**src/rtl/core/gaps_ram.sv**
```systemverilog
`timescale 1ns / 1ps
// ----------------------------------------------------------------------------
// gaps_ram
// Single write port, single registered read port memory.
// ----------------------------------------------------------------------------
module gaps_ram #(
  parameter int AW = 8,
  parameter int DW = 8
) (
  input  logic          clk,
  input  logic          we,
  input  logic [AW-1:0] waddr,
  input  logic [DW-1:0] wdata,
  input  logic [AW-1:0] raddr,
  output logic [DW-1:0] rdata
);

  logic [DW-1:0] mem [1 << AW];

  // write and registered read
  always_ff @(posedge clk) begin
    if (we) begin
      mem[waddr] <= wdata;
    end
    rdata <= mem[raddr];
  end

endmodule

```
**config.mk**
```make
export PLATFORM = sky130hd
export DESIGN_NAME = gaps_ram
export DESIGN_NICKNAME = d
export VERILOG_FILES = /design/src/rtl/core/gaps_ram.sv
export SDC_FILE = /design/constraint.sdc
export NUM_CORES = 2
export LEC_CHECK = 0
export BUFFER_PORTS_ARGS = -buffer_cell sky130_fd_sc_hd__buf_2
export CORE_MARGIN = 1
export CORE_UTILIZATION = 40
export DETAILED_ROUTE_END_ITERATION = 8
export PLACE_DENSITY_LB_ADDON = 0.08
export SLEW_MARGIN = 5
export SYNTH_ARGS = -nofsm -noshare
export SYNTH_HDL_FRONTEND = slang
export SYNTH_SLANG_ARGS = --single-unit
```
**constraint.sdc**
```tcl
create_clock -name clk -period 4.3 [get_ports clk]
set_clock_uncertainty 0.2 [all_clocks]
set_input_delay 0.86 -clock clk [delete_from_list [all_inputs] [get_ports clk]]
set_output_delay 0.86 -clock clk [all_outputs]
set_load 0.005 [all_outputs]
```
# After elaboration in Yosys (flattened, before gate mapping)
# Memory sizes are Yosys's and may differ from the RTL's. A register that Yosys moved wholly into a read port is not among the register bits.
# Index checks and enable logic that the tools add are counted.
# op_classes
reduce_logical	0
n_addsub	0
multipliers	0
order_cmp	0
mux	2
div	0
bitwise_logic	0
eq_ne	0
n_shift	0
# ops
operator	count
$mux 1	2
# totals
romBits	0
output_inout_bits	8
latchBits	0
ramBits	2048
ff_bits	0
n_memories	1
input_bits	26
word_cells	3
# memory_table
memory	words	word_bits	rd	rd_clocked_by_memory_dff	wr	line_no	text
mem	256	8	1	1	1	18	logic [DW-1:0] mem [1 << AW];

# Depth between registers and ports, before layout
# logic_depth
depth_word	2
depth_mapped	11
mapped_depth_nobuf	6

# Worst setup path after synthesis
# Ideal clock, no wire load.
# synth_timing
path_kind	input port to flip-flop
start	input raddr[0]
end	register rdata[2], read port of mem
cell_stages	9
setup_ps	131
setup_slack_ps	1302
required_time_ps	3969
arrival_time_ps	2667
path_buffers	4
path_cell_list	buf_6 > buf_12 > buf_8 > buf_2 > mux4_2 > a22oi_1 > a21oi_1 > nor4_1 > nor4_2
# synth_lines
element	line_no	text
start: declaration	14	input logic [AW-1:0] raddr,
end: declaration	15	output logic [DW-1:0] rdata

==> impl_metrics.tcl <==
set metrics [dict create \
    run_status "complete, no violations" \
    period_minus_slack_ns 3.74 \
    synth_adder_area_share_pct 0 \
    fill_count 16680 \
    holdPathEnd "mem[195][2]" \
    power_density_mw_per_mm2 457 \
    routed_wirelength_um 217000 \
    hold_path_depth 1 \
    global_route.peak_usage_layer "met2" \
    synthXorXnorAreaFrac_pct 0 \
    die_w_um 448 \
    synth_warnings 0 \
    synth_area_sq_mm 0.0796 \
    pre_cts_ws_ns -0.334 \
    critPathMaxFanout 44 \
    leakage_power_summed_over_all_cells_nw 28.6 \
    largest_net_degree_at_the_start_of_global_routing 131 \
    fin_crit_sh_pct 87.0 \
    share_of_synthesized_area_occupied_by_flip_flops_and_latches_pct 77.5 \
    clock_latency_ns 0.85 \
    final_hold_viol_count 0 \
    final_area_sq_mm 0.0915 \
    grt_use_met2_pct 35.2 \
    route.antenna.remaining_nets 0 \
    req_time_crit_path_ns 4.82 \
    yosys-mux-area-fraction_pct 14.6 \
    synth_compound_gate_area_share_pct 3.42 \
    hold_buf_cts 0 \
    final_critical_path_setup_slack_ns 0.560 \
    post_cts.repair.setup_buffers 0 \
    vias_in_the_first_global_route 39641 \
    placement.io_buffers 33 \
    detailedRoute.firstIterationViolations 3620 \
    pin_count 34 \
    reg2reg_to "rdata[5]" \
    r2r-start "mem[208][5]" \
    grt_usage_pct 21.8 \
    reg2reg_depth 6 \
    starting_density_pct 40.3 \
    instances_no_fill 6924 \
    cells_after_synthesis 3733 \
    areaGrowthSynthToFinish_pct 15.0 \
    clock_tree.buffer_depth 3 \
    crit_path_end_kind "flop" \
    drtPass1Iterations 5 \
    crit_type "in -> reg" \
    use_met1_pct 31.0 \
    design.core.area_sq_mm 0.197 \
    cts_clk_pin_slew_worst_paths_ns 0.06 \
    globalplace.congestion 0.813 \
    fin_setup_tns_ns 0 \
    num_vias 38615 \
    cts-buffers-inserted 212 \
    floorplan.rows 163 \
    hpwl_um 137000 \
    ys_types 55 \
    drt_drc_violations_left 0 \
    grt_pass1_wl_um 307000 \
    wl_per_cell_um 31.3 \
    die_height_um 448 \
    setup_repair_after_global_routing_missed_its_margin "false" \
    min_from "wdata[2]" \
    combinational_family_with_the_most_area_after_synthesis "multiplexers" \
    dpl_cell_area_sq_mm 0.0849 \
    achievable-frequency_mhz 267 \
    drt-vias-per-instance 5.58 \
    total_power_mw 41.8 \
    average_cell_area_after_synthesis_sq_um 21.3 \
    edff_count_synth 2048 \
    global_route.usage.met3_pct 3.35 \
    maxCapViolCount 0 \
    design.final.nets 4129 \
    share_of_final_layout_standard_cells_stronger_than_drive_strength_1_pct 27.1 \
    synth_flop_cell "edfxtp_1" \
    cts.root.buffer_cell "clkbuf_16" \
    layout_common_cells "edfxtp_1 (2048), mux4_2 (454), buf_4 (319), nor2_1 (279), clkbuf_16 (217)" \
    report.final.slew_viol_count 0 \
    cts_resized 0 \
    ctsHtreeMaxLevel 4 \
    worst_ep_arrival_time_ns 4.26 \
    maxSlewHeadroom_pct 20.0 \
    worst-r2r-setup-slack_ns 0.93 \
    postSynthNetCount 3759 \
    cts.sinks 2056 \
    gr-total-overflow 0 \
    commonest_non_fill_non_tap_cell_in_the_layout "edfxtp_1" \
    die_area_sq_mm 0.201 \
    synth_async_sr_flop_share_pct 0 \
    worst-slew-pin-transition_ns 1.19 \
    finalSetupViolCount 0 \
    synth_simple_gate_area_share_pct 2.63 \
    power.ir.vdd_worst_mv 0.373 \
    ys_ff_latch 2056 \
    antenna_found_initial 15 \
    placed_cells 6529 \
    type_of_the_most_critical_hold_path "in -> reg" \
    start_kind "input pin" \
    cts_tree "done" \
]
-- cell usage after synthesis (3+ instances only) --
cell type     n  area [sq um]
o32ai_1       4          35.0
dfxtp_1       8           160
and2_1        6          37.5
o21ai_0      10          50.1
a21oi_1      96           480
nand4_1      10          62.6
edfxtp_1   2048         61500
mux2i_1     134          1340
a22oi_1     133           998
nor4_2        3          37.5
nand2_1      33           124
or2_2         4          25.0
nand3_1      34           170
buf_6        21           236
o211ai_1     10          75.1
clkbuf_1    111           417
nor2_1      282          1060
buf_2        31           155
o221ai_1     46           403
nor3_1       22           110
buf_1        22          82.6
nor4_1       24           150
buf_4        27           203
o22a_1        5          43.8
a221oi_1     13           114
a22o_1        8          70.1
buf_12        8           160
mux4_2      454         10200
buf_8        13           195
a211oi_1     16           120
nor2b_1      31           194
nand2b_1      8          50.1
o22ai_1      28           175
-- how the worst max path moves through the flow --
stage / from / end / depth (start not counted)
final: raddr[1] / rdata[1] / 9
after floorplan: raddr[0] / rdata[2] / 9
after CTS: raddr[0] / rdata[3] / 8
after global placement: raddr[0] / rdata[2] / 8
after detailed placement: raddr[0] / rdata[3] / 8
after global routing: raddr[0] / rdata[5] / 8
-- final cells by class --
type                       count  area, sq um  share of cell area [%]
multi-input combinational   1442        16500                    18.1
inverter                       2         7.51                 0.00820
clock inverter               119          871                   0.952
sequential                  2056        61700                    67.4
timing repair buffer         389         3430                    3.75
tap                         2640         3300                    3.61
antenna                        7         17.5                  0.0191
clock buffer                 269         5670                    6.19
-- worst max-delay path: stages --
cell	delay, ns
buf_8	0.45
or2b_1	0.56
buf_4	0.24
o221ai_1	0.25
o211ai_1	0.37
a21oi_1	0.20
nor4_1	0.88
buf_4	0.28
nor4_1	0.05
-- kinds of logic after synthesis --
kind of cell / Yosys count
buf+inv: 235
flops: 2056
mux: 591
simple gates: 466
compound gates: 385
-- layer usage --
layer | vias to the layer above | routed length, um
li1 | 16470 | -
met5 | - | 12
met4 | 2 | 5090
met1 | 20865 | 96100
met2 | 1018 | 105000
met3 | 260 | 10800
-- through the flow --
| step | util [%] | hold slack (ns) |
|---|---|---|
| detailed placement | 43.0 | 0.914 |
| CTS | 46.3 | 0.211 |
| finish | 46.3 | 0.263 |
| floorplan | - | 0.570 |
| global placement | 43.0 | 0.901 |
| global route | 46.3 | 0.236 |
-- where the power goes --
group          switching (mW)  total [mW]  internal, mW
clock network            7.67        17.5          9.86
logic                    1.38        2.15         0.766
registers              0.0408        22.1          22.1
total                    9.09        41.8          32.7
-- sequential cells by signal, summed over array words and instances (netlist names) --
register	count
mem	2048
rdata	8
No activity file was read; power rests on OpenSTA's default activity.
