<file path="src/rtl/core/gaps_pkg.sv">
`timescale 1ns / 1ps
// ----------------------------------------------------------------------------
// gaps_pkg
// Shared types and constants of the grid path search unit.
// ----------------------------------------------------------------------------
package gaps_pkg;

  localparam int GRID_DIM_DEF = 16;
  localparam int STEP_COST    = 10;

  localparam logic [4:0] DIM_RESET = 5'd13;

  // configuration register indexes
  localparam logic REG_ROWS = 1'b0;
  localparam logic REG_COLS = 1'b1;

  // node status codes
  localparam logic [1:0] ST_FREE   = 2'd0;
  localparam logic [1:0] ST_OPEN   = 2'd1;
  localparam logic [1:0] ST_CLOSED = 2'd2;

  typedef enum logic [1:0] {
    FN_FREE   = 2'd0,
    FN_BLOCK  = 2'd1,
    FN_SEARCH = 2'd2,
    FN_READ   = 2'd3
  } func_t;

  typedef struct packed {
    func_t      func;
    logic [3:0] row;
    logic [3:0] col;
    logic [3:0] goal_row;
    logic [3:0] goal_col;
    logic [8:0] path_index;
  } in_t;

  typedef struct packed {
    logic       found;
    logic [8:0] path_length;
    logic [3:0] step_row;
    logic [3:0] step_col;
    logic       index_bad;
  } out_t;

endpackage

</file>
<file path="src/rtl/core/gaps_fscore.sv">
`timescale 1ns / 1ps
// ----------------------------------------------------------------------------
// gaps_fscore
// Shared score unit: F = G + 10 * Manhattan distance, and best-so-far compare.
// ----------------------------------------------------------------------------
module gaps_fscore
  import gaps_pkg::*;
#(
  parameter int CW  = 4,
  parameter int CGW = 12,
  parameter int SW  = 9,
  parameter int FW  = 14
) (
  input  logic [CGW-1:0] cost,
  input  logic [CW-1:0]  row,
  input  logic [CW-1:0]  col,
  input  logic [3:0]     goal_row,
  input  logic [3:0]     goal_col,
  input  logic [SW-1:0]  stamp,
  input  logic           have,
  input  logic [FW-1:0]  best_f,
  input  logic [SW-1:0]  best_s,
  output logic [FW-1:0]  f,
  output logic           better
);

  localparam int HW = (CW > 4) ? CW : 4;

  logic [HW-1:0] r_x, c_x, gr_x, gc_x, dr, dc;
  logic [HW:0]   dsum;
  logic [FW-1:0] h10;

  // distance, times ten as two shifted adds
  always_comb begin
    r_x  = HW'(row);
    c_x  = HW'(col);
    gr_x = HW'(goal_row);
    gc_x = HW'(goal_col);
    dr   = (gr_x > r_x) ? gr_x - r_x : r_x - gr_x;
    dc   = (gc_x > c_x) ? gc_x - c_x : c_x - gc_x;
    dsum = {1'b0, dr} + {1'b0, dc};
    h10  = (FW'(dsum) << 3) + (FW'(dsum) << 1);
    f    = FW'(cost) + h10;
    // lower F wins; on a tie the later opened cell wins
    better = !have || (f < best_f) || ((f == best_f) && (stamp > best_s));
  end

endmodule

</file>
<file path="config.mk">
export PLATFORM = sky130hd
export DESIGN_NAME = gaps_fscore
export DESIGN_NICKNAME = d
export VERILOG_FILES = /design/src/rtl/core/gaps_pkg.sv /design/src/rtl/core/gaps_fscore.sv
export SDC_FILE = /design/constraint.sdc
export NUM_CORES = 1
export LEC_CHECK = 0
export BUFFER_PORTS_ARGS = -buffer_cell sky130_fd_sc_hd__clkbuf_2
export CAP_MARGIN = 20
export CORE_MARGIN = 1
export CORE_UTILIZATION = 55
export DETAILED_ROUTE_END_ITERATION = 6
export PLACE_DENSITY_LB_ADDON = 0.15
export SYNTH_ARGS = -nofsm -noshare
export SYNTH_HDL_FRONTEND = slang
export SYNTH_SLANG_ARGS = --single-unit
</file>
<file path="constraint.sdc">
create_clock -name vclk -period 11
set_clock_uncertainty 0.15 [all_clocks]
set_input_delay 1.65 -clock vclk [all_inputs]
set_output_delay 1.65 -clock vclk [all_outputs]
set_load 0.03 [all_outputs]
</file>
[Yosys cells after proc, flatten, opt, wreduce, memory -nomap -nowiden]
Index checks and enable logic that the tools add are counted.
Word-level totals
  flip-flop bits (word level): 0
  input port bits: 61
  logic and storage cells: 18
Operators by class
  $add $sub $neg: 7
  $lt $le $gt $ge: 4
  equality and inequality tests: 1
  muxes and demuxes: 2
  reduce and logical (&&, ||, !) cells: 4
Operators with widths (number)
  subtractor 4 bit: 4
  equality test 13 x 14 -> 1 bit: 1
  < comparator 13 x 14 -> 1 bit: 1
  adder 12 x 9 -> 13 bit: 1
  adder 8 x 6 -> 9 bit: 1
  > comparator 9 bit: 1
  > comparator 4 bit: 2
  two-way mux 4 bit: 2
  adder 4 x 4 -> 5 bit: 1
  logical OR 1 bit: 2
  logical AND 1 bit: 1
  zero test 1 bit: 1

[Longest topological paths before layout]
  word-level depth: 8
  gate-level depth with buffers: 27
  mapped depth without buffers: 27

[Least setup slack after synthesis]
No wires, ideal clock.
  path type: in2out
  from: input goal_row[0]
  to: output better
  data arrival time: 7273 ps
  data required time: 9200 ps
  slack: 1927 ps
  cell stages on the path: 27
  buffers on the path: 0
  cells stage by stage: inv_1 ha_1 inv_1 fa_1 a21o_1 a21oi_1 a41oi_2 mux2_1 ha_1 a21o_1 a21oi_1 xnor2_1 inv_1 fa_1 inv_1 ha_1 nor2b_1 o31a_1 o21bai_1 nand2_1 a2bb2oi_1 ha_1 nand4b_4 or4_1 o21ai_1 o41ai_1 o21ai_1
On the way
  cells in the longest elaborated chain, start to end: 8
RTL lines
  start: declaration: line gaps_fscore.sv:17  | input logic [3:0] goal_row,
  subtractor 4 bit / > comparator 4 bit (equally long branches): line gaps_fscore.sv:39  | dr = (gr_x > r_x) ? gr_x - r_x : r_x - gr_x;
  two-way mux 4 bit (*): line gaps_fscore.sv:39
  adder 4 x 4 -> 5 bit (*): line gaps_fscore.sv:41  | dsum = {1'b0, dr} + {1'b0, dc};
  adder 8 x 6 -> 9 bit (*): line gaps_fscore.sv:42  | h10 = (FW'(dsum) << 3) + (FW'(dsum) << 1);
  adder 12 x 9 -> 13 bit (*): line gaps_fscore.sv:43  | f = FW'(cost) + h10;
  named net f[10]: line gaps_fscore.sv:23  | output logic [FW-1:0] f,
  < comparator 13 x 14 -> 1 bit / equality test 13 x 14 -> 1 bit (equally long branches): line gaps_fscore.sv:45  | better = !have || (f < best_f) || ((f == best_f) && (stamp > best_s));
  logical OR 1 bit / logical AND 1 bit (equally long branches): line gaps_fscore.sv:45
  logical OR 1 bit (*): line gaps_fscore.sv:45
  end: declaration: line gaps_fscore.sv:24  | output logic better
Mark *: on every way through the listed nets, which the timed path passes. The rest lies on a longest branch.

[Worst setup path in the final report]
  from: input goal_row[0]
  to: output better
On the way
  cells in the longest elaborated chain, start to end: 8
RTL lines (line)
  subtractor 4 bit / > comparator 4 bit (equally long branches): gaps_fscore.sv:39
  two-way mux 4 bit (*): gaps_fscore.sv:39
  adder 4 x 4 -> 5 bit (*): gaps_fscore.sv:41
  adder 8 x 6 -> 9 bit (*): gaps_fscore.sv:42
  adder 12 x 9 -> 13 bit (*): gaps_fscore.sv:43
  < comparator 13 x 14 -> 1 bit / equality test 13 x 14 -> 1 bit (equally long branches): gaps_fscore.sv:45
  logical OR 1 bit / logical AND 1 bit (equally long branches): gaps_fscore.sv:45
  logical OR 1 bit (*): gaps_fscore.sv:45
Mark *: on every way between the ends. The rest lies on a longest branch, timed or not.

==> results.toml <==
[cells_and_area]
fill_cells = 258
clkbuf_count = 0
seqCellArea_sq_um = 0
multi_input_comb_area_sq_um = 1530
antenna_cells = 0
seq_cells = 0
nNetsFinal = 415
area_delta_synth_final_pct = 23.8
drive_gt1_frac = 0.274

[worst_setup_path]
crit_path_top_delay_cell = "or4_1"
slowest_delay_ps = 550
worstPathArrival_ps = 7350
crit_path_end_kind = "primary output"
critPathKind = "primary input to primary output"
startpoint_type = "primary input"
worstPathRequired_ps = 9200
crit_fanout = 4

[place]
place_congestion = 0.836
hpwl_microns = 3120
port_buffers = 75

[floorplanning]
die_h_microns = 58.4
boundaryPins = 76
die_w_microns = 58.4
coreArea_sq_um = 3030
start_util = 0.577
design.die.area_sq_um = 3410
rows = 20

[synthesis]
syn_area_per_cell_sq_um = 7.98
syn_nets = 340
syn-instance-count = 219
yosys_warnings = 0
ys_types = 37
netlist_area_sq_um = 1750
ys_seq_area_frac = 0

[grt]
track_usage = 0.196
grt_pass1_wl_microns = 5530
grt_overflow = 0
antenna_found_initial = 0
first_global_vias = 1444
grt_max_degree = 6

[timing]
maxSlewViolCount = 0
timing.fmax_mhz = 109
rsz0062_at_grt = "false"
period_minus_slack_ps = 9150
setup_violations = 0
fin_tns_setup_ps = 0
hold_viol = 0
period_share = 0.832

[clocking]
cts_resized = 0
post-cts-setup-buffer-count = 0
cts_hold_buffers = 0

[power_and_ir_drop]
p_leak_nw = 1.35
irDropWorstVdd_mv = 0.428
power_density_nw_per_um2 = 327
p_total_uw = 708

[drt]
ant_nets = 0
wl_per_cell_microns = 9.75
vias = 1647
drt-total-wl_microns = 3280
vias_per_cell = 4.90
drt_iter0_drc = 18
drc_errors = 0
dr.pass1.iters = 4

[job]
cap_violations = 0

[min_path]
hp-class = "primary input to primary output"

[outcome]
status = "completed"
[metrics by stage]
stage	std cells	setup slack [ps]	hold WS [ps]	util	instance area, sq um
after floorplan	219	1930	3280	-	1750
after global placement	336	2040	3410	0.714	2160
after detailed placement	336	1880	3410	0.714	2160
after CTS	336	1860	3410	0.714	2160
after global routing	336	1410	3420	0.714	2160
final	336	1850	3410	0.714	2160
[Yosys cell counts, types with 2 or more instances]
| library cell | number | share of area |
|---|---|---|
| a21o_1 | 12 | 0.052 |
| fa_1 | 7 | 0.080 |
| nor2_1 | 7 | 0.015 |
| xnor2_1 | 10 | 0.050 |
| o21ai_0 | 3 | 0.0086 |
| mux2i_1 | 4 | 0.023 |
| a41oi_2 | 2 | 0.019 |
| mux2_1 | 2 | 0.013 |
| buf_4 | 2 | 0.0086 |
| o21a_1 | 2 | 0.0086 |
| inv_1 | 53 | 0.11 |
| o21ai_1 | 3 | 0.0086 |
| xor2_1 | 4 | 0.020 |
| a211oi_1 | 2 | 0.0086 |
| a21oi_1 | 17 | 0.049 |
| o21bai_1 | 3 | 0.013 |
| nor2b_1 | 2 | 0.0072 |
| nand3_1 | 4 | 0.011 |
| nand2_1 | 7 | 0.015 |
| o31a_1 | 2 | 0.010 |
| nand4_1 | 3 | 0.011 |
| ha_1 | 53 | 0.38 |
[final timing paths]
kind / endpoint / startpoint / cells after the start
worst max-delay path: better / goal_row[0] / 29
worst min-delay path: f[0] / cost[0] / 2
[report_power, final]
part	internal [mW]	leakage, nW	total, mW	switching (mW)
Combinational	0.270	1.35	0.708	0.437
Clock	0	0	0	0
Sequential	0	0	0	0
Total	0.270	1.35	0.708	0.437
[area by class of cell]
cell class,instances,area share
tap,44,0.0254
timing repair buffer,75,0.174
inverter,53,0.0920
multi-input combinational,164,0.709
[critical path, delay by kind of cell]
family,cells,cell delay [ps]
adders and majority gates,6,1940
AOI/OAI and AO/OA,10,1520
and+or+nand+nor,5,1110
buffers and inverters,6,530
muxes,1,400
xor gates and xnor gates,1,170
[cell families after synthesis]
kind of cell | share of synthesized area
other | 0.00215
buffers and inverters | 0.122
adder cells (fa/ha/maj) | 0.460
multiplexers | 0.0358
AND/OR/NAND/NOR | 0.0988
XOR/XNOR | 0.0701
AO/OA/AOI/OAI | 0.211
[placed cells by master (no fill, tap or decap), drive strengths merged, types with 2 or more instances in the layout]
| cell | netlist | final |
|---|---|---|
| o21ai | 6 | 6 |
| fa | 7 | 7 |
| o21bai | 3 | 3 |
| o21a | 2 | 2 |
| clkbuf | 0 | 75 |
| a41oi | 2 | 2 |
| xor2 | 4 | 4 |
| mux2i | 4 | 4 |
| a21boi | 2 | 2 |
| nand2 | 8 | 8 |
| mux2 | 2 | 2 |
| inv | 53 | 53 |
| xnor2 | 10 | 10 |
| nand4 | 3 | 3 |
| nand3 | 4 | 4 |
| a211oi | 2 | 2 |
| a21oi | 17 | 17 |
| a21o | 13 | 13 |
| nor2 | 7 | 7 |
| ha | 53 | 53 |
| o31a | 2 | 2 |
| nor2b | 2 | 2 |
[layer usage]
| metal | track usage | vias up | share of wire |
|---|---|---|---|
| li1 | - | 894 | - |
| met1 | 0.270 | 709 | 0.49 |
| met2 | 0.368 | 44 | 0.47 |
| met3 | 0.00220 | 0 | 0.042 |
| met4 | 0 | 0 | 0 |
| met5 | 0 | - | 0 |
Note: power is estimated with default switching activity, not from simulation.
